`config.mk`:
```
export PLATFORM = sky130hd
export DESIGN_NAME = ska_ctrl
export DESIGN_NICKNAME = d
export VERILOG_FILES = /design/src/design/ska_pkg.sv /design/src/design/ska_ctrl.sv
export SDC_FILE = /design/constraint.sdc
export NUM_CORES = 1
export LEC_CHECK = 0
export BUFFER_PORTS_ARGS = -buffer_cell sky130_fd_sc_hd__buf_2
export CORE_AREA = 5 5 42 44
export DETAILED_ROUTE_END_ITERATION = 8
export DIE_AREA = 0 0 47 49
export SLEW_MARGIN = 20
export SYNTH_ARGS = -nofsm -noshare
export SYNTH_HDL_FRONTEND = slang
export SYNTH_SLANG_ARGS = --single-unit
```
`constraint.sdc`:
```
create_clock -name clk_i -period 3.1 [get_ports clk_i]
set_input_delay 0.31 -clock clk_i [delete_from_list [all_inputs] [get_ports clk_i]]
set_output_delay 0.31 -clock clk_i [all_outputs]
set_load 0.1 [all_outputs]
```
`src/design/ska_pkg.sv`:
```
`default_nettype none
// ----------------------------------------------------------------------------
// ska_pkg
// Shared types and constants of the sorted key accumulator table.
// ----------------------------------------------------------------------------
package ska_pkg;

  localparam int unsigned DefTableDepth = 256;

  typedef enum logic [1:0] {
    ST_OK          = 2'd0,
    ST_INVALID_REF = 2'd1,
    ST_FULL        = 2'd2
  } status_e;

  typedef enum logic [1:0] {
    KT_COST     = 2'd0,
    KT_LANDING  = 2'd1,
    KT_TACTICAL = 2'd2,
    KT_STRATEGY = 2'd3
  } key_type_e;

  typedef struct packed {
    logic [1:0]  key_type;
    logic [31:0] key_primary;
    logic [31:0] key_secondary;
    logic [7:0]  key_stance;
    logic [63:0] obs_value;
    logic        from_human;
    logic        reference_valid;
  } obs_t;

  typedef struct packed {
    logic [1:0]  status;
    logic [7:0]  entry_index;
    logic        was_new;
    logic [63:0] value_total;
    logic [63:0] human_count;
    logic [63:0] bot_count;
    logic [8:0]  entry_count;
  } res_t;

  typedef enum logic [3:0] {
    S_IDLE,
    S_SRCH_RD,
    S_SRCH_CMP,
    S_CHK_RD,
    S_CHK_CMP,
    S_SHIFT_RD,
    S_SHIFT_WR,
    S_UPD,
    S_OUT
  } state_e;

  // controller -> datapath
  typedef struct packed {
    logic load;        // latch the word, clear search
    logic rd_mid;      // read entry at first+half
    logic step_cmp;    // apply compare result to search window
    logic rd_first;    // read entry at first
    logic shift_init;  // pointer = occupied
    logic shift_rd;    // read entry pointer-1
    logic shift_wr;    // write to pointer, decrement
    logic upd;         // write updated entry, form result
    logic res_inval;
    logic res_full;
  } ctl_t;

  // datapath -> controller
  typedef struct packed {
    logic invalid;
    logic cnt_zero;
    logic found;
    logic full;
    logic shift_done;
  } sts_t;

  function automatic logic [63:0] sat_add(input logic [63:0] a, input logic [63:0] b);
    logic [64:0] s;
    s = {1'b0, a} + {1'b0, b};
    return s[64] ? '1 : s[63:0];
  endfunction

endpackage
`default_nettype wire

```
`src/design/ska_ctrl.sv`:
```
`default_nettype none
// ----------------------------------------------------------------------------
// ska_ctrl
// Sequencer: search, check, shift, update, deliver.
// ----------------------------------------------------------------------------
module ska_ctrl (
  input  wire logic          clk_i,
  input  wire logic          rst_ni,
  input  wire logic          in_valid_i,
  output logic               in_ready_o,
  output logic               out_valid_o,
  input  wire logic          out_ready_i,
  input  wire ska_pkg::sts_t sts_i,
  output ska_pkg::ctl_t      ctl_o
);
  import ska_pkg::*;

  state_e state_q, state_d;

  always_ff @(posedge clk_i or negedge rst_ni) begin
    if (!rst_ni) begin
      state_q <= S_IDLE;
    end else begin
      state_q <= state_d;
    end
  end

  always_comb begin
    state_d     = state_q;
    ctl_o       = '0;
    in_ready_o  = 1'b0;
    out_valid_o = 1'b0;
    unique case (state_q)
      S_IDLE: begin
        in_ready_o = 1'b1;
        if (in_valid_i) begin
          ctl_o.load = 1'b1;
          state_d    = S_SRCH_RD;
        end
      end
      S_SRCH_RD: begin
        if (sts_i.invalid) begin
          ctl_o.res_inval = 1'b1;
          state_d         = S_OUT;
        end else if (sts_i.cnt_zero) begin
          ctl_o.rd_first = 1'b1;
          state_d        = S_CHK_RD;
        end else begin
          ctl_o.rd_mid = 1'b1;
          state_d      = S_SRCH_CMP;
        end
      end
      S_SRCH_CMP: begin
        ctl_o.step_cmp = 1'b1;
        state_d        = S_SRCH_RD;
      end
      S_CHK_RD: begin
        state_d = S_CHK_CMP;
      end
      S_CHK_CMP: begin
        if (sts_i.found) begin
          state_d = S_UPD;
        end else if (sts_i.full) begin
          ctl_o.res_full = 1'b1;
          state_d        = S_OUT;
        end else begin
          ctl_o.shift_init = 1'b1;
          state_d          = S_SHIFT_RD;
        end
      end
      S_SHIFT_RD: begin
        if (sts_i.shift_done) begin
          state_d = S_UPD;
        end else begin
          ctl_o.shift_rd = 1'b1;
          state_d        = S_SHIFT_WR;
        end
      end
      S_SHIFT_WR: begin
        ctl_o.shift_wr = 1'b1;
        state_d        = S_SHIFT_RD;
      end
      S_UPD: begin
        ctl_o.upd = 1'b1;
        state_d   = S_OUT;
      end
      S_OUT: begin
        out_valid_o = 1'b1;
        if (out_ready_i) begin
          state_d = S_IDLE;
        end
      end
      default: state_d = S_IDLE;
    endcase
  end

endmodule
`default_nettype wire

```
==> metrics.yaml <==
status: "complete, no violations"
worst_setup_path_start_kind: "flip-flop"
global_route.usage.met2_pct: 11.5
stdcell_count: 80
vias: 399
fp.dieH_um: 49
maxCapViolCount: 0
maxSlewViolCount: 0
worstSetupEndpointType: "output pin"
avgSynthCellArea_um2: 8.33
post_cts_buffers: 0
cts_sinks: 4
clock_latency_ps: 240
path_max_fanout: 14
h-tree-depth: 1
cp.required_ps: 2790
path_clk_slew_ps: 40
skew_ps: 1.13
ys_types: 25
grt_setup_unrepaired: "false"
dp.cells: 76
fin_nets: 75
synth_fp_nets: 53
dieArea_mm2: 0.00230
grt_overflow: 0
top_register: "state_q"
syn_to_final_growth_pct: 43.3
worst_slew_pin_slew_ps: 493
ant_nets: 0
start_util_pct: 26.2
syn_inst: 44
core_mm2: 0.00140
diodes: 0
wl_um: 937
fin_crit_sh_pct: 69.8
numCtsBuffers: 3
cp.buffers_inverters: 2
final-hold-violation-count: 0
drt_iter0_markers: 8
antenna_found_initial: 0
hp-class: "in2async"
grtUsageMet3_pct: 2.21
grt_pass1_wl_um: 1540
vias_per_cell: 4.99
root_buffer: "clkbuf_4"
cts_buffer_depth: 2
ys_seq_elements: 4
die_x_um: 47
busiest_layer: "met1"
syn_area_um2: 367
critical_path_arrival_ps: 1850
row_count: 14
crit_slowest_cell: "dfrtp_1"
largest_reg_flops: 4
biggestRegsByFlops: "state_q: 4 flops"
fin_crit_ps: 2160
grt_pass1_vias: 371
worst-setup-path-type: "reg2out"
detail_route.wl_per_cell_um: 11.7
path_cells: "nor4b_1 -> nand3b_1 -> inv_1 -> buf_2"
drc: 0
use_met1_pct: 12.4
grt_max_degree: 17
cts_tree: "yes"
setup_violations: 0
numPortBuffers: 20
io_pins: 21
hpwl_um: 714
relSlewSlack_pct: 67.4
crit_family: "simple AND/OR/NAND/NOR gates"
fmax_mhz: 462
gp_congestion: 0.696
yosysWarnings: 0
drive_gt1_share_pct: 48.4
critical_path.max_stage_delay_ps: 530
synth_seq_area_share_pct: 27.3
drt-pass1-iter-count: 4
grt_usage_pct: 9.26
-- area by class of cell --
cell class	instances	area, µm²
multi-input cells	34	265
fillers	151	876
repair buffers	21	110
well taps	16	20.0
clock buffers	3	22.5
flip-flops and latches	4	100
inverters	2	7.51
-- path summary, 6_finish.rpt --
kind / startpoint / to / slack [ps] / cells past startpoint
min reg2reg: state_q[1] / state_q[1] / 700 / 1
max in group asynchronous: rst_ni / state_q[3] / 2580 / 2
min: rst_ni / state_q[2] / 400 / 2
min in group clk_i: sts_i[0] / state_q[0] / 420 / 3
max: state_q[3] / ctl_o[6] / 940 / 4
max reg2reg: state_q[3] / state_q[3] / 1510 / 3
-- through the flow --
step	hold WS (ps)	setup WS (ps)	cell area (µm²)	setup TNS (ps)	util, %
4_1_cts	403	940	526	0	37.5
3_3_place_gp	117	1200	493	0	35.2
5_1_grt	412	770	526	0	37.5
2_1_floorplan	14.4	-506	397	-506	-
3_5_place_dp	117	1210	493	0	35.2
6_report	401	938	526	0	37.5
-- cell usage in the layout (no fill, tap or decap) --
cell type / synthesis / layout
a21oi_1: 1 / 1
nand2b_1: 1 / 1
nor4_2: 0 / 2
a311oi_1: 1 / 1
nor2_1: 3 / 3
dfrtp_1: 4 / 4
clkbuf_4: 0 / 3
or3b_1: 1 / 1
dlygate4sd3_1: 0 / 1
and4b_4: 1 / 1
inv_1: 2 / 2
and2_1: 3 / 3
nor2b_1: 1 / 1
nand3b_1: 2 / 2
nor3_2: 0 / 1
nor3_1: 4 / 3
and3_1: 2 / 2
nor2b_4: 1 / 1
or4b_1: 1 / 1
nor4_1: 4 / 2
nor4bb_2: 0 / 1
nand4b_1: 1 / 1
a22oi_1: 1 / 1
nor4b_2: 0 / 1
nand2_1: 2 / 2
buf_2: 1 / 20
nor4b_1: 2 / 1
a31o_2: 1 / 1
-- per-layer routing --
metal | part of all wire [%] | wire (µm)
met5 | 0 | 0
met4 | 2.2 | 21
met3 | 8.4 | 79
met2 | 45 | 426
met1 | 44 | 410
-- kinds of logic after synthesis --
kind of cell | count (synthesis) | synth area share [%]
simple gates | 30 | 56.0
buf+inv | 6 | 8.53
flops | 4 | 27.3
compound gates | 4 | 8.19
-- cells in the mapped netlist, drive strengths merged --
master	count	area share, %
nor2b	2	5.5
and2	3	5.1
buf	2	4.4
a31o	1	2.4
a21oi	1	1.4
or4b	1	2.7
dfrtp	4	27
a311oi	1	2.4
inv	2	2.0
nor4	4	6.8
nand4b	1	2.4
clkbuf	2	2.0
or3b	1	2.4
a22oi	1	2.0
nor2	3	3.1
and4b	1	3.8
nand2b	1	1.7
nor4bb	1	2.7
and3	2	3.4
nor4b	2	4.8
nand2	2	2.0
nor3	4	5.5
nand3b	2	4.1
-- repair_timing --
action | 4_1_cts | 5_1_grt
hold endpoints to repair | 4 | 0
resized for setup | 0 | 0
hold buffers | 1 | 0
Power is not shown: default switching activity piles up to over one toggle a cycle in this logic, so the estimate is an artifact.
